$ cat src/sv/set_associative_write_back_cache_macros.svh
// Assertion macros used by the cache back end.
`ifndef SET_ASSOCIATIVE_WRITE_BACK_CACHE_MACROS_SVH
`define SET_ASSOCIATIVE_WRITE_BACK_CACHE_MACROS_SVH
`ifndef SYNTH
// Check a property on every rising edge outside reset.
`define SAWB_CHECK(lbl, prop, msg) \
  lbl: assert property (@(posedge clk) disable iff (rst) prop) else $error(msg);
// Check that a condition never holds outside reset.
`define SAWB_NEVER(lbl, cond, msg) \
  lbl: assert property (@(posedge clk) disable iff (rst) !(cond)) else $error(msg);
`else
`define SAWB_CHECK(lbl, prop, msg)
`define SAWB_NEVER(lbl, cond, msg)
`endif
`endif

$ cat src/sv/sawb_pkg.sv
// Shared types, codes and byte helpers of the write-back cache.
package sawb_pkg;

  localparam int ADDR_W    = 27;
  localparam int DATA_W    = 32;
  localparam int WAY_IDX_W = 4;

  localparam logic [1:0] IK_READ  = 2'd0;
  localparam logic [1:0] IK_WRITE = 2'd1;
  localparam logic [1:0] IK_FILL  = 2'd2;
  localparam logic [1:0] IK_BAD   = 2'd3;

  localparam logic [2:0] RK_READ  = 3'd0;
  localparam logic [2:0] RK_WDONE = 3'd1;
  localparam logic [2:0] RK_WB    = 3'd2;
  localparam logic [2:0] RK_FREQ  = 3'd3;
  localparam logic [2:0] RK_WT    = 3'd4;
  localparam logic [2:0] RK_ERR   = 3'd5;

  localparam logic [2:0] WORD_BYTES = 3'd4;

  typedef struct packed {
    logic [1:0]        kind;
    logic [ADDR_W-1:0] address;
    logic [2:0]        byte_count;
    logic [DATA_W-1:0] data;
  } in_item_t;

  typedef struct packed {
    logic [2:0]        kind_res;
    logic [ADDR_W-1:0] address_res;
    logic [DATA_W-1:0] data_res;
    logic [2:0]        byte_count_res;
    logic              last;
  } out_item_t;

  typedef struct packed {
    in_item_t             item;
    logic                 err;
    logic                 hit;
    logic [WAY_IDX_W-1:0] hit_way;
    logic [WAY_IDX_W-1:0] victim_way;
    logic                 victim_dirty;
  } cmd_t;

  function automatic logic [31:0] len_mask(input logic [2:0] len);
    logic [31:0] m;
    case (len)
      3'd1: m = 32'h0000_00ff;
      3'd2: m = 32'h0000_ffff;
      3'd3: m = 32'h00ff_ffff;
      default: m = 32'hffff_ffff;
    endcase
    return m;
  endfunction

  function automatic logic [7:0] byte_mask(input logic [2:0] len, input logic [1:0] b);
    logic [7:0] m;
    case (len)
      3'd1: m = 8'h01;
      3'd2: m = 8'h03;
      3'd3: m = 8'h07;
      default: m = 8'h0f;
    endcase
    return m << b;
  endfunction

  // Replace the addressed bytes of a two-word window with write data.
  function automatic logic [63:0] merge64(input logic [63:0] cat, input logic [31:0] d,
                                          input logic [2:0] len, input logic [1:0] b);
    logic [7:0]  m;
    logic [63:0] sd;
    logic [63:0] r;
    m  = byte_mask(len, b);
    sd = {32'h0, d} << {b, 3'b000};
    for (int i = 0; i < 8; i++) begin
      r[8*i +: 8] = m[i] ? sd[8*i +: 8] : cat[8*i +: 8];
    end
    return r;
  endfunction

  function automatic logic [31:0] extract(input logic [63:0] cat, input logic [2:0] len,
                                          input logic [1:0] b);
    logic [63:0] s;
    s = cat >> {b, 3'b000};
    return s[31:0] & len_mask(len);
  endfunction

endpackage

$ cat src/sv/sawb_front.sv
// Front end: accept a beat, look up the set, classify hit, victim and errors.
module sawb_front #(
  parameter int SETS         = 4096,
  parameter int WAYS         = 16,
  parameter int LINE_BYTES   = 64,
  parameter int ADDRESS_BITS = 27
) (
  input  logic                clk,
  input  logic                rst,
  input  logic                req_valid,
  output logic                req_stall,
  input  sawb_pkg::in_item_t  req,
  input  logic                go_ok,
  output logic                look_re,
  output logic [$clog2(SETS)-1:0] look_set,
  input  logic [WAYS*((((ADDRESS_BITS < 27) ? ADDRESS_BITS : 27) - $clog2(LINE_BYTES)
                 - $clog2(SETS) < 1) ? 1 : (((ADDRESS_BITS < 27) ? ADDRESS_BITS : 27)
                 - $clog2(LINE_BYTES) - $clog2(SETS)))-1:0] tag_row,
  input  logic [2*WAYS-1:0]   vd_row,
  input  logic                full,
  output logic                push,
  output sawb_pkg::cmd_t      cmd
);
  import sawb_pkg::*;

  localparam int EA  = (ADDRESS_BITS < ADDR_W) ? ADDRESS_BITS : ADDR_W;
  localparam int OB  = $clog2(LINE_BYTES);
  localparam int SB  = $clog2(SETS);
  localparam int WB  = $clog2(WAYS);
  localparam int TWR = EA - OB - SB;
  localparam int TW  = (TWR < 1) ? 1 : TWR;
  localparam logic [ADDR_W-1:0] AMASK = ADDR_W'((64'd1 << EA) - 64'd1);

  typedef enum logic [1:0] {
    F_IDLE = 2'b01,
    F_LOOK = 2'b10
  } fstate_t;

  fstate_t         state;
  in_item_t        item;
  logic            accept;
  logic [TW-1:0]   tag;
  logic [OB:0]     end_sum;
  logic            hit;
  logic [WB-1:0]   hway;
  logic [WB-1:0]   vway;
  logic [WAYS-1:0] valid_row;
  logic [WAYS-1:0] dirty_row;

  assign req_stall = !((state == F_IDLE) && go_ok);
  assign accept    = req_valid && !req_stall;
  assign look_re   = accept;
  assign look_set  = SB'((req.address & AMASK) >> OB);
  assign push      = (state == F_LOOK) && !full;

  always_ff @(posedge clk) begin
    if (rst) begin
      state <= F_IDLE;
    end else begin
      case (state)
        F_IDLE: if (accept) state <= F_LOOK;
        F_LOOK: if (push) state <= F_IDLE;
        default: state <= F_IDLE;
      endcase
    end
  end

  always_ff @(posedge clk) begin
    if (accept) begin
      item <= '{req.kind, req.address & AMASK, req.byte_count, req.data};
    end
  end

  assign valid_row = vd_row[WAYS-1:0];
  assign dirty_row = vd_row[2*WAYS-1:WAYS];
  assign tag       = TW'(item.address >> (OB + SB));
  assign end_sum   = (OB+1)'(item.address[OB-1:0]) + (OB+1)'(item.byte_count);

  always_comb begin
    hit  = 1'b0;
    hway = '0;
    vway = WB'(item.address);
    for (int w = WAYS - 1; w >= 0; w--) begin
      if (!valid_row[w]) vway = WB'(w);
    end
    for (int w = 0; w < WAYS; w++) begin
      if (valid_row[w] && (tag_row[w*TW +: TW] == tag)) begin
        hit  = 1'b1;
        hway = WB'(w);
      end
    end
  end

  always_comb begin
    cmd.item         = item;
    cmd.err          = (item.kind == IK_BAD) || (item.byte_count == 3'd0)
                       || (item.byte_count > WORD_BYTES)
                       || (end_sum > (OB+1)'(LINE_BYTES));
    cmd.hit          = hit;
    cmd.hit_way      = WAY_IDX_W'(hway);
    cmd.victim_way   = WAY_IDX_W'(vway);
    cmd.victim_dirty = valid_row[vway] && dirty_row[vway];
  end
endmodule

$ cat config.mk
export PLATFORM = sky130hd
export DESIGN_NAME = sawb_front
export DESIGN_NICKNAME = d
export VERILOG_FILES = /design/src/sv/set_associative_write_back_cache_macros.svh /design/src/sv/sawb_pkg.sv /design/src/sv/sawb_front.sv
export SDC_FILE = /design/constraint.sdc
export NUM_CORES = 1
export LEC_CHECK = 0
export BUFFER_PORTS_ARGS = -buffer_cell sky130_fd_sc_hd__buf_2
export CORE_AREA = 2 2 132 134
export DETAILED_ROUTE_END_ITERATION = 8
export DIE_AREA = 0 0 134 136
export PLACE_DENSITY_LB_ADDON = 0.08
export SYNTH_ARGS = -nofsm -noshare
export SYNTH_HDL_FRONTEND = slang
export SYNTH_SLANG_ARGS = --single-unit
$ cat constraint.sdc
create_clock -name clk -period 2.2 [get_ports clk]
set_input_delay 0.44 -clock clk [delete_from_list [all_inputs] [get_ports clk]]
set_output_delay 0.44 -clock clk [all_outputs]
set_load 0.05 [all_outputs]
==> results.yml, run 1 <==
grt:
  antenna_found_initial: 7
  grt_use_total_pct: 20.0
  grt_pass1_vias: 5221
  gr-total-overflow: 0
  grt_max_degree: 51
  grt_pass1_wl_um: 27500
pwr:
  power_leakage_nw: 3.71
  ir_drop_uv: 585
  pwr_density_cell_nw_per_um2: 489
route:
  drt_iter0_drc: 103
  wl_per_cell_um: 17.1
  final_antenna_net_count: 0
  route.detailed.drc: 0
  drt_first_pass_iters: 4
  vias: 4841
  drt-total-wl_um: 18700
  routed_via_density: 4.44
timing:
  tightest_slew_ns: 0.449
  fin_crit_ns: 2.97
  fmax_mhz: 336
  grt_setup_unrepaired: "true"
  period_share_pct: 135
  finClkSkew_ns: 0.00474
  slew_headroom_pct: 69.9
  setup_viol: 8
  whs_ns: 0.286
  timing.final.ws_setup_ns: -0.775
  hold_violations: 0
  maxSlewViolCount: 0
clock_tree:
  cts_tree: "yes"
  numCtsBuffers: 9
  path_clk_slew_ns: 0.06
  cts_root_buf: "clkbuf_16"
  cts_buffer_depth: 2
  cts_hold_buf: 0
  cts_max_level: 3
  clk-insertion-delay-late_ns: 0.32
  clock_sinks: 66
critical_path:
  cpMostUsedCell: "buf_12"
  critPathMaxStageDelay_ns: 0.39
  ff2ff_setup_slack_ns: 0.87
  crit_arrival_ns: 2.53
  critPathCaptureType: "output pin"
  r2r-start: "state[1]"
  cpMaxStageDelayCell: "or3_4"
  r2r_end: "cmd[45]"
  r2r_cells: 3
  critPathRequiredTime_ns: 1.76
  critPathKind: "reg2out"
  cp_max_fo: 6
  startpoint_type: "flop"
  cp_cell_sequence: "buf_6, buf_12, xor2_4, nor4_4, buf_4, nand4_1, nor2b_2, or3_4, o21ai_4, buf_12"
yosys:
  synth_nets: 668
  synth_cells: 419
  synth_ff_type: "edfxtp_1"
  synth.largest_area_cell: "edfxtp_1"
  seq_area_frac_synth_pct: 43.4
  ys_warn_count: 0
  synth-seq-cells: 66
  synth_area_um2: 4520
  ys_top_cells_by_area: "edfxtp_1 42%, xnor2_1 18%, xor2_1 9.9%"
  yosysMostFrequentCell: "xnor2_1"
  synth_edf_count: 64
  yosysUniqueCellTypes: 43
  async_reset_ff_share_pct: 0
  synth_top_area_share_pct: 42.5
  syn_avg_cell_area_um2: 10.8
  yosys-top-cells-count: "94 x xnor2_1, 64 x edfxtp_1, 51 x xor2_1"
floorplan:
  start_util_pct: 26.8
  fp.dieH_um: 136
  boundaryPins: 335
  num_rows: 48
  die_x_um: 134
  fp.coreArea_um2: 16900
  die_area_um2: 18200
placement:
  port_buffers: 334
  dpl.cell_count: 1033
  dp_hpwl_um: 15500
  place.gp.congestion: 0.844
min_path:
  worstHoldPathCells: 1
  min_to: "cmd[28]"
  min_path_type: "in2reg"
  worstHoldStart: "req[17]"
layout:
  drive_above_1_share_pct: 63.8
  syn2layout_area_growth_pct: 85.1
  nets: 1102
  layoutNonFillerInstCount: 1090
run:
  cap_viol_max_count: 0
run_status:
  violations: "setup timing"
  status: "finished with violations"
layer usage:
| layer | track usage (%) | share of wire [%] | vias to the layer above |
|---|---|---|---|
| li1 | - | - | 2354 |
| met1 | 21.1 | 37 | 2224 |
| met2 | 36.8 | 52 | 232 |
| met3 | 6.38 | 9.0 | 29 |
| met4 | 8.22 | 2.1 | 2 |
| met5 | 0 | 0.080 | - |
report_power, final:
| part | total [W] | switching (W) | internal [W] |
|---|---|---|---|
| clock | 0.00137 | 0.000499 | 0.000873 |
| combinational | 0.00125 | 0.000698 | 0.000556 |
| sequential | 0.00147 | 0.0000240 | 0.00145 |
metrics by stage:
| stage | TNS (ns) | util (%) | worst slack [ns] | cell area [um2] | total power, W |
|---|---|---|---|---|---|
| floorplan | -3.56 | - | -0.850 | 4810 | 0.00215 |
| global placement | -4.33 | 42.8 | -0.743 | 7230 | 0.00261 |
| detailed placement | -4.55 | 42.8 | -0.766 | 7230 | 0.00262 |
| CTS | -4.91 | 47.5 | -0.788 | 8020 | 0.00409 |
| global route | -5.55 | 49.6 | -0.884 | 8370 | 0.00429 |
| finish | -4.60 | 49.6 | -0.775 | 8370 | 0.00410 |
cells by family (layout without fill, tap and decap cells):
group,count (synthesis),in the layout,synth area share [%]
XOR/XNOR,145,145,28.1
AND/OR/NAND/NOR,119,119,14.0
multiplexers,3,3,0.774
other,0,7,0
AO/OA/AOI/OAI,39,39,6.86
buffers and inverters,43,482,5.64
adder cells (fa/ha/maj),4,4,1.27
flip-flops,66,66,43.4
worst max-delay path by stage:
stage,slack [ns],from,to,cells past startpoint
after floorplan,-0.85,cmd[46],cmd[0],7
after global placement,-0.74,cmd[71],cmd[6],10
after detailed placement,-0.77,cmd[71],cmd[6],10
after CTS,-0.79,cmd[71],cmd[5],9
after global routing,-0.88,cmd[67],cmd[5],10
final,-0.77,cmd[67],cmd[5],10
registers in the layout, indices dropped and copies added (netlist names):
signal and flops:
cmd 64, state 2
cells in the final DEF, fill, tap and decap left out, types with 3 or more instances in the layout:
cell type and instances:
buf_2 324, buf_4 90, xnor2_1 87, edfxtp_1 64, xor2_1 43, nand4_1 30, nand2_1 25, buf_6 23
buf_12 14, nor2_1 10, clkbuf_16 9, diode_2 7, inv_1 7, xnor2_2 7, nor4_4 6, nor4_1 6
a21oi_2 5, nor3_4 5, xor2_2 5, a21oi_1 4, nand3_1 4, nor3_1 4, nor3_2 4, inv_2 3
nor2b_4 3, xor2_4 3, nor4_2 3, o31ai_4 3, or3_4 3, buf_8 3
timing repair:
| action | in CTS | in global routing |
|---|---|---|
| setup endpoints to repair | 10 | 10 |
| hold endpoints to repair | 0 | 0 |
| pin swaps | 41 | 33 |
| gates resized for setup | 78 | 41 |
| setup buffers | 24 | 14 |
critical path: cells and delay by family (launching register included):
family	cells	cell delay (ns)
AND/OR/NAND/NOR	4	0.94
flip-flops	1	0.38
AO/OA/AOI/OAI	1	0.15
buffers and inverters	4	0.57
XOR/XNOR	1	0.15
final cells by class:
class / count / area [um2]
fill: 1626 / 8500
multi-input combinational: 310 / 2890
timing repair buffer: 454 / 2880
sequential: 66 / 1960
tap: 225 / 282
clock buffer: 11 / 233
clock inverter: 5 / 55.1
inverter: 12 / 51.3
antenna: 7 / 17.5
(Power assumes the default switching activity.)
==> run 2, diff against run 1 <==
--- a/config.mk
+++ b/config.mk
@@ -10,6 +10,8 @@
 export DETAILED_ROUTE_END_ITERATION = 8
 export DIE_AREA = 0 0 134 136
 export PLACE_DENSITY_LB_ADDON = 0.08
+export REMOVE_ABC_BUFFERS = 1
 export SYNTH_ARGS = -nofsm -noshare
 export SYNTH_HDL_FRONTEND = slang
 export SYNTH_SLANG_ARGS = --single-unit
+export TNS_END_PERCENT = 50
==> run 2 against run 1 <==
Net effect:
- the flow still finishes with violations (setup timing)
- via count is 1.3% lower
- maximum frequency is 3.6% higher
- sequential share of layout area is 1.7 points higher
- clock skew is 0.0014 ns higher
- register-to-register slack hardly changed
- largest cell class is now buffers
- highest routed layer is now met4
==> results.yml, run 2 (synthesis gave the netlist of run 1 again) <==
run_status:
  status: "finished with violations"
  violations: "setup timing"
timing:
  period_share_pct: 131
  grt_setup_unrepaired: "true"
  hold_violations: 0
  maxSlewViolCount: 0
  finClkSkew_ns: 0.00610
  fin_crit_ns: 2.87
  timing.final.ws_setup_ns: -0.672
  setup_viol: 8
  tightest_slew_ns: 0.376
  fmax_mhz: 348
  whs_ns: 0.291
  slew_headroom_pct: 74.7
clock_tree:
  numCtsBuffers: 9
  clock_sinks: 66
  clk-insertion-delay-late_ns: 0.32
  path_clk_slew_ns: 0.05
  cts_max_level: 3
  cts_root_buf: "clkbuf_16"
  cts_tree: "yes"
  cts_buffer_depth: 2
critical_path:
  critPathKind: "reg2out"
  cp_cell_sequence: "buf_4, xnor2_1, nand4_1, nor3_1, or2_2, nor3_2, o31ai_1, buf_4, buf_8"
  critPathRequiredTime_ns: 1.76
  crit_arrival_ns: 2.43
  critPathMaxStageDelay_ns: 0.40
  cp_max_fo: 10
  cpMostUsedCell: "buf_4"
  critPathCaptureType: "output pin"
  startpoint_type: "flop"
  cpMaxStageDelayCell: "edfxtp_1"
layout:
  design_area_um2: 7790
  layout_common_cells: "324 x buf_2, 91 x buf_4, 85 x xnor2_1"
  syn2layout_area_growth_pct: 72.3
  final_common_cell: "buf_2"
  largest_register_ffs: 64
  drive_above_1_share_pct: 59.2
  nets: 1089
  fillCellCount: 1698
  utilization_pct: 46.2
route:
  drt_first_pass_iters: 4
  highest_layer: "met4"
  vias: 4780
  wl_met3_um: 1580
  final_antenna_net_count: 0
  route.detailed.drc: 0
  wl_met2_um: 10000
  wl_per_cell_um: 17.8
  routed_via_density: 4.47
  met1Wirelength_um: 7080
  drt-total-wl_um: 19000
  drt_iter0_drc: 138
run:
  cap_viol_max_count: 0
grt:
  grt_use_total_pct: 20.3
  grt_pass1_wl_um: 27800
  grt_pass1_vias: 5200
  grt_max_degree: 44
  antenna_found_initial: 1
  gr-total-overflow: 0
placement:
  port_buffers: 334
  place.gp.congestion: 0.867
  post-place-ws_ns: -0.499
  dpl_cell_area_um2: 6970
  dp_hpwl_um: 15800
floorplan:
  die_area_um2: 18200
  num_rows: 48
  start_util_pct: 26.8
  die_x_um: 134
  fp.dieH_um: 136
  fp.coreArea_um2: 16900
  boundaryPins: 335
pwr:
  power_leakage_nw: 3.54
  fin_total_pwr_w: 0.00411
  pwr_density_cell_nw_per_um2: 527
  ir_drop_uv: 650
min_path:
  min_path_type: "in2reg"
==> run 2: worst paths after layout <==
kind,slack [ns],cells past startpoint,start,end
worst min register to register,0.56,2,state[1],state[0]
worst min-delay path,0.29,1,req[17],cmd[28]
worst max register to register,0.87,3,state[1],cmd[46]
worst max-delay path,-0.67,9,cmd[72],cmd[7]
==> run 2: repair_timing <==
| action | CTS | global route |
|---|---|---|
| buffers inserted | 19 | 5 |
| hold buffers | 0 | 0 |
| cloned | 1 | 0 |
| pin swaps | 24 | 29 |
| resized for setup | 48 | 24 |
| setup endpoints to repair | 9 | 10 |
==> run 2: where the power goes <==
group | switching (W) | internal (W) | total, W | leakage, nW
Combinational | 0.000673 | 0.000514 | 0.00119 | 2.78
Sequential | 0.0000212 | 0.00145 | 0.00147 | 0.612
Clock | 0.000465 | 0.000983 | 0.00145 | 0.147
Total | 0.00116 | 0.00295 | 0.00411 | 3.54
==> run 2: final cells by class <==
cell class / instances / area [um2] / area share, %
timing repair buffer: 441 / 2680 / 34.4
multi-input combinational: 310 / 2520 / 32.3
sequential: 66 / 1960 / 25.2
tap: 225 / 282 / 3.61
clock buffer: 12 / 236 / 3.03
clock inverter: 3 / 65.1 / 0.835
inverter: 12 / 45.0 / 0.578
antenna: 1 / 2.50 / 0.0321
==> run 2: routing by layer <==
metal	vias to the layer above	GRT usage (%)
li1	2330	-
met1	2207	21.4
met2	226	39.1
met3	17	5.78
met4	0	5.61
met5	-	0
==> run 2: worst max-delay path: cells and delay by family (launching register included) <==
| family | cells | cell delay, ns |
|---|---|---|
| AO/OA/AOI/OAI | 1 | 0.29 |
| buffers and inverters | 3 | 0.55 |
| AND/OR/NAND/NOR | 4 | 0.70 |
| flip-flops | 1 | 0.40 |
| XOR/XNOR | 1 | 0.18 |
==> run 2: per-stage QoR <==
step	setup TNS [ns]	std cells
final	-4.47	1070
after floorplan	-28.99	388
after CTS	-4.78	1065
after global routing	-5.62	1069
after detailed placement	-3.20	1030
after global placement	-3.19	1030
