File: src/sv/set_associative_write_back_cache_macros.svh
// Assertion macros used by the cache back end.
`ifndef SET_ASSOCIATIVE_WRITE_BACK_CACHE_MACROS_SVH
`define SET_ASSOCIATIVE_WRITE_BACK_CACHE_MACROS_SVH
`ifndef SYNTH
// Check a property on every rising edge outside reset.
`define SAWB_CHECK(lbl, prop, msg) \
  lbl: assert property (@(posedge clk) disable iff (rst) prop) else $error(msg);
// Check that a condition never holds outside reset.
`define SAWB_NEVER(lbl, cond, msg) \
  lbl: assert property (@(posedge clk) disable iff (rst) !(cond)) else $error(msg);
`else
`define SAWB_CHECK(lbl, prop, msg)
`define SAWB_NEVER(lbl, cond, msg)
`endif
`endif

File: src/sv/sawb_pkg.sv
// Shared types, codes and byte helpers of the write-back cache.
package sawb_pkg;

  localparam int ADDR_W    = 27;
  localparam int DATA_W    = 32;
  localparam int WAY_IDX_W = 4;

  localparam logic [1:0] IK_READ  = 2'd0;
  localparam logic [1:0] IK_WRITE = 2'd1;
  localparam logic [1:0] IK_FILL  = 2'd2;
  localparam logic [1:0] IK_BAD   = 2'd3;

  localparam logic [2:0] RK_READ  = 3'd0;
  localparam logic [2:0] RK_WDONE = 3'd1;
  localparam logic [2:0] RK_WB    = 3'd2;
  localparam logic [2:0] RK_FREQ  = 3'd3;
  localparam logic [2:0] RK_WT    = 3'd4;
  localparam logic [2:0] RK_ERR   = 3'd5;

  localparam logic [2:0] WORD_BYTES = 3'd4;

  typedef struct packed {
    logic [1:0]        kind;
    logic [ADDR_W-1:0] address;
    logic [2:0]        byte_count;
    logic [DATA_W-1:0] data;
  } in_item_t;

  typedef struct packed {
    logic [2:0]        kind_res;
    logic [ADDR_W-1:0] address_res;
    logic [DATA_W-1:0] data_res;
    logic [2:0]        byte_count_res;
    logic              last;
  } out_item_t;

  typedef struct packed {
    in_item_t             item;
    logic                 err;
    logic                 hit;
    logic [WAY_IDX_W-1:0] hit_way;
    logic [WAY_IDX_W-1:0] victim_way;
    logic                 victim_dirty;
  } cmd_t;

  function automatic logic [31:0] len_mask(input logic [2:0] len);
    logic [31:0] m;
    case (len)
      3'd1: m = 32'h0000_00ff;
      3'd2: m = 32'h0000_ffff;
      3'd3: m = 32'h00ff_ffff;
      default: m = 32'hffff_ffff;
    endcase
    return m;
  endfunction

  function automatic logic [7:0] byte_mask(input logic [2:0] len, input logic [1:0] b);
    logic [7:0] m;
    case (len)
      3'd1: m = 8'h01;
      3'd2: m = 8'h03;
      3'd3: m = 8'h07;
      default: m = 8'h0f;
    endcase
    return m << b;
  endfunction

  // Replace the addressed bytes of a two-word window with write data.
  function automatic logic [63:0] merge64(input logic [63:0] cat, input logic [31:0] d,
                                          input logic [2:0] len, input logic [1:0] b);
    logic [7:0]  m;
    logic [63:0] sd;
    logic [63:0] r;
    m  = byte_mask(len, b);
    sd = {32'h0, d} << {b, 3'b000};
    for (int i = 0; i < 8; i++) begin
      r[8*i +: 8] = m[i] ? sd[8*i +: 8] : cat[8*i +: 8];
    end
    return r;
  endfunction

  function automatic logic [31:0] extract(input logic [63:0] cat, input logic [2:0] len,
                                          input logic [1:0] b);
    logic [63:0] s;
    s = cat >> {b, 3'b000};
    return s[31:0] & len_mask(len);
  endfunction

endpackage

File: src/sv/sawb_queue.sv
// Two-entry command queue between the front and back ends.
module sawb_queue (
  input  logic           clk,
  input  logic           rst,
  input  logic           push,
  input  sawb_pkg::cmd_t din,
  input  logic           pop,
  output sawb_pkg::cmd_t head,
  output logic           empty,
  output logic           full
);
  import sawb_pkg::*;

  cmd_t       slots [2];
  logic       wptr;
  logic       rptr;
  logic [1:0] count;

  assign empty = (count == 2'd0);
  assign full  = (count == 2'd2);
  assign head  = slots[rptr];

  always_ff @(posedge clk) begin
    if (rst) begin
      wptr  <= 1'b0;
      rptr  <= 1'b0;
      count <= 2'd0;
    end else begin
      if (push && !full) wptr <= !wptr;
      if (pop && !empty) rptr <= !rptr;
      case ({push && !full, pop && !empty})
        2'b10:   count <= count + 2'd1;
        2'b01:   count <= count - 2'd1;
        default: count <= count;
      endcase
    end
  end

  always_ff @(posedge clk) begin
    if (push && !full) slots[wptr] <= din;
  end
endmodule

File: config.mk
export PLATFORM = sky130hd
export DESIGN_NAME = sawb_queue
export DESIGN_NICKNAME = d
export VERILOG_FILES = /design/src/sv/set_associative_write_back_cache_macros.svh /design/src/sv/sawb_pkg.sv /design/src/sv/sawb_queue.sv
export SDC_FILE = /design/constraint.sdc
export NUM_CORES = 1
export LEC_CHECK = 0
export BUFFER_PORTS_ARGS = -buffer_cell sky130_fd_sc_hd__buf_2
export CELL_PAD_IN_SITES_DETAIL_PLACEMENT = 1
export CELL_PAD_IN_SITES_GLOBAL_PLACEMENT = 1
export CORE_UTILIZATION = 39
export DETAILED_ROUTE_END_ITERATION = 16
export PLACE_DENSITY_LB_ADDON = 0.1
export RECOVER_POWER = 50
export SLEW_MARGIN = 30
export SYNTH_ARGS = -nofsm -noshare
export SYNTH_HDL_FRONTEND = slang
export SYNTH_SLANG_ARGS = --single-unit
File: constraint.sdc
create_clock -name clk -period 2.8 [get_ports clk]
set_input_delay 0.28 -clock clk [delete_from_list [all_inputs] [get_ports clk]]
set_output_delay 0.28 -clock clk [all_outputs]
set_load 0.02 [all_outputs]
==> results of run 1 <==
## final timing paths
check	startpoint	end	cells after the start
max	count[0]	slots[1][31]	3
min	din[54]	slots[1][54]	1
max reg2reg	count[0]	slots[1][31]	3
min reg2reg	wptr	wptr	2
## stage by stage
step / power [mW] / area [um^2]
CTS: 7.30 / 7220
finish: 7.17 / 7170
floorplan: 4.41 / 5620
detailed placement: 5.08 / 6660
global route: 7.47 / 7170
global placement: 5.04 / 6660
## cell families after synthesis
kind of cell | synth area share [%]
AOI/OAI and AO/OA | 0.490
xor gates and xnor gates | 0.468
adders and majority gates | 0.223
buffers and inverters | 0.914
DFF | 82.0
muxes | 15.0
and+or+nand+nor | 0.825
## power breakdown
part | total (mW) | switching, mW | internal [mW]
Combinational | 1.88 | 1.11 | 0.773
Clock | 2.19 | 0.814 | 1.38
Sequential | 3.09 | 0.159 | 2.93
Total | 7.17 | 2.08 | 5.08
## placed cells by master (no fill, tap or decap), types with 2 or more instances in the layout
| cell type | instances |
|---|---|
| a21oi_1 | 2 |
| buf_12 | 2 |
| buf_2 | 120 |
| buf_4 | 4 |
| bufinv_16 | 3 |
| clkbuf_1 | 38 |
| clkbuf_16 | 17 |
| clkinv_1 | 4 |
| clkinv_2 | 3 |
| clkinvlp_4 | 2 |
| dfxtp_1 | 4 |
| edfxtp_1 | 150 |
| inv_1 | 2 |
| mux2_2 | 75 |
| nor2_1 | 4 |
| o21ai_0 | 2 |
| or3_1 | 2 |
| xnor2_1 | 2 |
## worst reg2reg max path, cell delays in order, from the launching register on
cell and delay (ps):
dfxtp_1 410, nand2b_2 170, and3_1 910, buf_4 440
## metal layers
metal,global-route usage [%],vias to the layer above,part of all wire (%)
li1,-,1367,-
met2,24.3,102,49
met4,7.64,0,1.8
met3,6.09,14,7.9
met5,0,-,0
met1,17.1,1429,41
## area by class of cell
class                   instances  area, um^2
clock buffers                  20         437
clock inverters                11         128
flip-flops and latches        155        4610
well taps                     180         225
inverters                       3        15.0
repair buffers                161         802
multi-input cells              93         957
fillers                      1351        6760
diodes                          1        2.50
## registers in the layout (all words and copies together), names as in the netlist, named ones only
signal and cells:
rptr 1, slots 150, wptr 1, count 2
==> impl_metrics.csv, run 1 <==
group,metric,value,unit
critical_path,crit_type,"flip-flop to flip-flop",
hold_path,hold_class,"input pin to flip-flop",
cts,numCtsBuffers,17,
timing,rsz0062_at_grt,"no",
timing,period_minus_slack,2260,ps
critical_path,path_buf_inv,1,
flow_run,drv_cap,0,
die,die_w,122,um
timing,slew_viol_final,0,
die,fp.coreArea,13900,um^2
timing,fin_skew,8.21,ps
logic_synthesis,yosysTopAreaCell,"edfxtp_1",
timing,relSlewSlack,24.5,%
die,ios,156,
critical_path,cp.arrival,2350,ps
power,power_leakage,2.60,nW
finish,finalNonFillerCells,624,
global_routing,grt_start_max_net_pins,39,
finish,syn2layout_area_growth,27.8,%
route,viasPerCell,4.67,
global_routing,overflow,0,
global_routing,antenna_found_initial,1,
finish,layout-drive-gt1-share,51.5,%
logic_synthesis,netlist.area_leader.share,80.2,%
placed_design,io_buffers,155,
cts,htree_levels,4,
route,drt-pass1-iter-count,4,
critical_path,cp_top_family,"simple AND/OR/NAND/NOR gates",
critical_path,r2r_setup_slack,540,ps
die,dieArea,14900,um^2
placed_design,dp_hpwl,7090,um
logic_synthesis,seq_area_frac_synth,82.0,%
logic_synthesis,synth_edf_count,150,
route,first_iter_violations,136,
logic_synthesis,syn_area,5610,um^2
placed_design,gp_congestion,0.720,
global_routing,grt_pass1_vias,3078,
power,vdd_drop_max,421,uV
global_routing,track_usage,15.0,%
cts,clock_latency,410,ps
global_routing,grt_pass1_wl,16100,um
timing,holdWs,57.7,ps
route,final_antenna_net_count,0,
cts,cts_hold_buf,0,
critical_path,max_stage_delay,910,ps
timing,finalHoldViolCount,0,
die,fp-row-count,43,
timing,max_freq,443,MHz
critical_path,critical_path.max_fanout,21,
logic_synthesis,synth_area_leaders,"edfxtp_1 80%, mux2_2 15%, dfxtp_1 1.8%",
placed_design,place_ws,867,ps
timing,worst_pin_slew,1130,ps
cts,cts_tree,"built",
die,die_h,122,um
die,start_util,40.3,%
logic_synthesis,yosys_warnings,0,
finish,finish.utilization,51.5,%
critical_path,slowest_stage,"and3_1",
logic_synthesis,synth_common_cells,"150 x edfxtp_1, 75 x mux2_2, 8 x buf_2",
cts,path_clk_slew,60,ps
logic_synthesis,yosysUniqueCellTypes,17,
route,vias,2912,
power,cellPowerDensity,999,nW/um^2
critical_path,cp_cell_sequence,"nand2b_2, and3_1, buf_4",
placed_design,placed_cells,592,
route,wl_per_cell,17.2,um
route,drcViolationCount,0,
logic_synthesis,synth-seq-cells,155,
timing,worst_slack,540,ps
logic_synthesis,syn_area_per_cell,21.7,um^2
finish,final_nets,511,
timing,tns,0,ps
timing,setup_viol,0,
logic_synthesis,async_flop_share,0,%
critical_path,startpoint_type,"flip-flop",
cts,cts_setup_buffers,0,
critical_path,worst_setup_path_end_kind,"flip-flop",
outcome,outcome,"finished clean",
critical_path,cp.required,2890,ps
cts,cts.sinks,155,
logic_synthesis,syn_nets,339,
logic_synthesis,yosysMostFrequentCell,"edfxtp_1",
route,wl,10700,um
cts,post_cts_resized,0,
logic_synthesis,syn_inst,259,
cts,clock-root-buffer,"clkbuf_16",
timing,fin_crit_sh,80.7,%
cts,clk_path_buf_depth,2,
logic_synthesis,synthFlopType,"edfxtp_1",
(Power assumes the default switching activity.)
==> run 2: changes to the inputs <==
- clock period: 2.8 -> 2 ns (I/O delays scaled with it)
==> impl_metrics.csv, run 2 (same netlist as run 1, synthesis figures left out) <==
group,metric,value,unit
flow_run,drv_cap,0,
power,power_leakage,2.93,nW
finish,final_nets,590,
critical_path,worstReg2RegEnd,"slots[1][35]",
cts,path_clk_slew,60,ps
cts,cts_tree,"built",
route,drt-pass1-iter-count,4,
route,final_antenna_net_count,0,
timing,holdWs,23.8,ps
critical_path,r2r_setup_slack,160,ps
timing,fin_skew,5.59,ps
die,dieArea,14900,um^2
critical_path,critical_path.max_fanout,24,
timing,finalHoldViolCount,0,
finish,final_common_cell,"edfxtp_1",
global_routing,overflow,0,
critical_path,r2r-start,"count[0]",
outcome,outcome,"finished clean",
cts,numCtsBuffers,17,
timing,setup_viol,0,
cts,clock_latency,410,ps
critical_path,reg2reg_depth,3,
timing,max_freq,533,MHz
global_routing,track_usage,16.3,%
placed_design,place_ws,378,ps
critical_path,cp.arrival,1670,ps
placed_design,io_buffers,155,
route,wl_per_cell,16.5,um
finish,fillers,1339,
placed_design,gp_congestion,0.669,
route,drcViolationCount,0,
critical_path,startpoint_type,"flip-flop",
timing,relSlewSlack,61.0,%
finish,finish.utilization,57.6,%
die,fp.coreArea,13900,um^2
hold_path,worstHoldPathCells,2,
finish,top_regs,"slots: 150 flops, count: 2 flops",
timing,worst_slack,125,ps
timing,rsz0062_at_grt,"no",
finish,largest_reg_flops,150,
hold_path,hold_class,"input pin to flip-flop",
timing,fin_crit_sh,93.7,%
die,die_w,122,um
power,cellPowerDensity,1310,nW/um^2
die,fp-row-count,43,
cts,htree_levels,4,
power,power,10.5,mW
cts,clock-root-buffer,"clkbuf_16",
die,ios,156,
finish,multi_input_area,961,um^2
global_routing,grt_start_max_net_pins,42,
hold_path,hp-start,"rst",
die,die_h,122,um
die,start_util,40.3,%
timing,worst_pin_slew,586,ps
finish,regMostFlops,"slots",
route,viasPerCell,4.58,
placed_design,dp_hpwl,7090,um
global_routing,antenna_found_initial,0,
route,wl,11600,um
placed_design,dpl-instance-area,6740,um^2
finish,syn2layout_area_growth,43.0,%
finish,final_cell_area,8030,um^2
power,vdd_drop_max,559,uV
finish,layout-drive-gt1-share,42.2,%
critical_path,cp.required,1800,ps
route,vias,3213,
critical_path,crit_type,"flip-flop to output port",
route,first_iter_violations,128,
finish,diodes,0,
cts,cts.sinks,155,
global_routing,grt_pass1_wl,17400,um
critical_path,worst_setup_path_end_kind,"output port",
finish,layout_common_cells,"150 x edfxtp_1, 104 x buf_2, 75 x mux2_2, 75 x dlygate4sd3_1, 48 x clkbuf_1",
timing,period_minus_slack,1870,ps
global_routing,grt_pass1_vias,3404,
finish,seq_area,4610,um^2
cts,clk_path_buf_depth,2,
timing,slew_viol_final,0,
-- run 2: cell types whose count changed in the layout (fill, tap and decap cells not counted), moves of 2 or more --
| cell | delta |
|---|---|
| buf_4 | -2 |
| buf_6 | +2 |
| buf_12 | +3 |
| dlygate4sd3_1 | +75 |
| clkbuf_2 | +3 |
| bufinv_16 | +2 |
| buf_2 | -16 |
| clkbuf_1 | +10 |
| buf_1 | +2 |
-- run 2: how the worst max path moves through the flow --
stage | start | endpoint | slack, ps
after floorplan | count[0] | slots[0][0] | -150
after global placement | count[0] | slots[0][44] | 400
after detailed placement | count[0] | slots[0][44] | 380
after CTS | flip-flop | head[66] | 80
after global routing | flip-flop | head[5] | 50
final | flip-flop | head[27] | 130
-- run 2: what timing repair did --
| action | CTS | global route |
|---|---|---|
| hold buffers | 75 | 0 |
| setup endpoints to repair | 39 | 0 |
| gates resized for setup | 0 | 0 |
| setup buffers | 1 | 0 |
| endpoints found under the hold margin | 150 | 0 |
-- run 2: worst max-delay path, stage by stage, from the launching register on --
cell and delay, ps:
dfxtp_4 490, buf_12 230, mux2_2 370, buf_2 160
-- run 2: layer usage --
| metal | routed length [um] | GRT usage (%) | vias to the layer above |
|---|---|---|---|
| met2 | 6310 | 29.0 | 82 |
| met5 | 0 | 0 | - |
| met4 | 176 | 7.41 | 0 |
| li1 | - | - | 1525 |
| met1 | 4490 | 17.7 | 1594 |
| met3 | 576 | 4.92 | 12 |
-- run 2: stage by stage --
step / cells / TNS [ps]
4_1_cts: 701 / 0
3_5_place_dp: 595 / 0
2_1_floorplan: 259 / -11520
5_1_grt: 701 / 0
3_3_place_gp: 595 / 0
6_report: 701 / 0
-- run 2: final cells by class --
cell class                 count  area share (%)
sequential                   155            57.4
clock inverter                12            2.23
tap                          180            2.81
multi-input combinational     93            12.0
clock buffer                  18            5.35
inverter                       3           0.218
timing repair buffer         240            20.0
-- run 2: report_power, final --
part | internal (mW) | switching [mW]
registers | 4.10 | 0.165
logic | 1.26 | 1.67
clock network | 2.17 | 1.16
==> run 3: changes to the inputs <==
- BUFFER_PORTS_ARGS: -buffer_cell sky130_fd_sc_hd__buf_2 -> -buffer_cell sky130_fd_sc_hd__clkbuf_2
- RECOVER_POWER: 50 -> 25
- clock period: 2 -> 1.6 ns (I/O delays scaled with it)
==> impl_metrics.csv, run 3 (same netlist as run 1, synthesis figures left out) <==
group,metric,value,unit
route,wl_per_cell,18.6,um
timing,relSlewSlack,85.8,%
placed_design,dp_hpwl,7060,um
die,die_h,122,um
critical_path,worst_setup_path_end_kind,"output port",
finish,regMostFlops,"slots",
timing,max_freq,571,MHz
finish,layout_common_cells,"150 x edfxtp_1, 76 x dlygate4sd3_1, 69 x clkbuf_2",
power,intPower,10.2,mW
route,viasPerCell,4.69,
cts,path_clk_slew,60,ps
finish,fillers,1247,
cts,numCtsBuffers,17,
global_routing,grt_start_max_net_pins,42,
die,start_util,40.3,%
power,p_comb_share,37.1,%
die,fp-row-count,43,
route,first_iter_violations,169,
timing,finalHoldViolCount,0,
cts,cts.sinks,155,
power,power_leakage,3.39,nW
global_routing,grt_pass1_wl,17700,um
critical_path,critical_path.max_fanout,7,
placed_design,place_ws,18.4,ps
die,dieArea,14900,um^2
critical_path,crit_type,"flip-flop to output port",
placed_design,dpl-instance-area,6760,um^2
hold_path,hold_class,"input pin to flip-flop",
placed_design,gp_congestion,0.691,
cts,cts_tree,"built",
global_routing,overflow,0,
die,fp.coreArea,13900,um^2
flow_run,drv_cap,0,
power,clkPwrFrac,26.2,%
power,cellPowerDensity,1640,nW/um^2
route,final_antenna_net_count,0,
cts,clk_path_buf_depth,2,
timing,worst_pin_slew,213,ps
timing,setup_viol,93,
critical_path,cp.arrival,1590,ps
outcome,outcome,"finished, violations left",
die,ios,156,
timing,fin_crit_sh,110,%
finish,largest_reg_flops,150,
power,vdd_drop_max,901,uV
finish,final_nets,609,
cts,clock-root-buffer,"clkbuf_16",
finish,top_regs,"slots: 150 flops, count: 2 flops",
finish,finish.utilization,63.3,%
placed_design,io_buffers,155,
global_routing,antenna_found_initial,0,
finish,final_common_cell,"edfxtp_1",
global_routing,grt_pass1_vias,3454,
timing,period_minus_slack,1750,ps
finish,diodes,0,
power,pwr-share-seq,36.7,%
timing,slew_viol_final,0,
timing,rsz0062_at_grt,"yes",
critical_path,cp.required,1440,ps
finish,syn2layout_area_growth,57.2,%
timing,worst_slack,-152,ps
outcome,violations,"setup timing",
timing,holdWs,187,ps
route,drcViolationCount,0,
power,power,14.5,mW
timing,fin_skew,6.07,ps
die,die_w,122,um
finish,layout-drive-gt1-share,51.7,%
critical_path,startpoint_type,"flip-flop",
finish,final_cell_area,8830,um^2
power,switchingPower,4.27,mW
cts,htree_levels,4,
global_routing,track_usage,16.4,%
route,drt-pass1-iter-count,4,
cts,clock_latency,420,ps
route,wl,13500,um
power,swShare,29.5,%
route,vias,3383,
==> run 3: cell types whose count changed in the layout (fill, tap and decap cells not counted), sizes merged <==
cell | previous run | this run
buf | 115 | 93
bufinv | 5 | 2
clkbuf | 68 | 110
clkinv | 7 | 3
clkinvlp | 1 | 8
dlygate4sd3 | 75 | 76
==> run 3: repair_timing <==
item,in CTS,in global routing
gates resized for setup,3,216
endpoints found under the setup margin,69,151
setup buffers,5,5
hold buffers,76,0
cloned,2,9
hold endpoints to repair,155,0
pin swaps,0,0
==> run 3: power groups by stage <==
stage | Sequential, mW | Clock (mW) | Combinational (mW)
5_1_grt | 5.37 | 4.02 | 5.66
3_5_place_dp | 5.41 | 0 | 3.67
2_1_floorplan | 5.33 | 0 | 2.40
3_3_place_gp | 5.37 | 0 | 3.63
6_report | 5.32 | 3.79 | 5.37
4_1_cts | 5.30 | 3.87 | 4.16
==> run 3: path summary, 6_finish.rpt <==
check	from	endpoint	slack [ps]	cells after the start
setup / recovery	flip-flop	head[4]	-150	4
hold / removal	push	wptr	190	4
setup reg to reg	count[0]	slots[0][1]	-30	6
hold reg to reg	wptr	wptr	510	2
==> run 3: routing by layer <==
layer / routed length (um) / GRT usage, % / share of wire [%]
met5: 0 / 0 / 0
met4: 215 / 7.41 / 1.6
met3: 594 / 4.63 / 4.4
met2: 7170 / 28.2 / 53
met1: 5470 / 18.8 / 41
==> run 3: per-stage QoR <==
step                setup TNS (ps)  instances
detailed placement               0        595
global placement                 0        595
CTS                         -11130        710
global route                -13090        722
floorplan                   -65600        259
finish                       -8450        722
==> run 3: final cells by class <==
class / instances / area [um^2] / area share, %
repair buffers: 259 / 2270 / 25.7
clock buffers: 20 / 437 / 4.95
multi-input cells: 93 / 1140 / 12.9
flip-flops and latches: 155 / 4610 / 52.2
well taps: 180 / 225 / 2.55
clock inverters: 12 / 125 / 1.42
inverters: 3 / 17.5 / 0.198
==> run 3: worst max-delay path: stages, from the launching register on <==
cell and delay (ps):
dfxtp_4 400, buf_12 160, clkbuf_16 170, mux2_4 310, buf_6 130
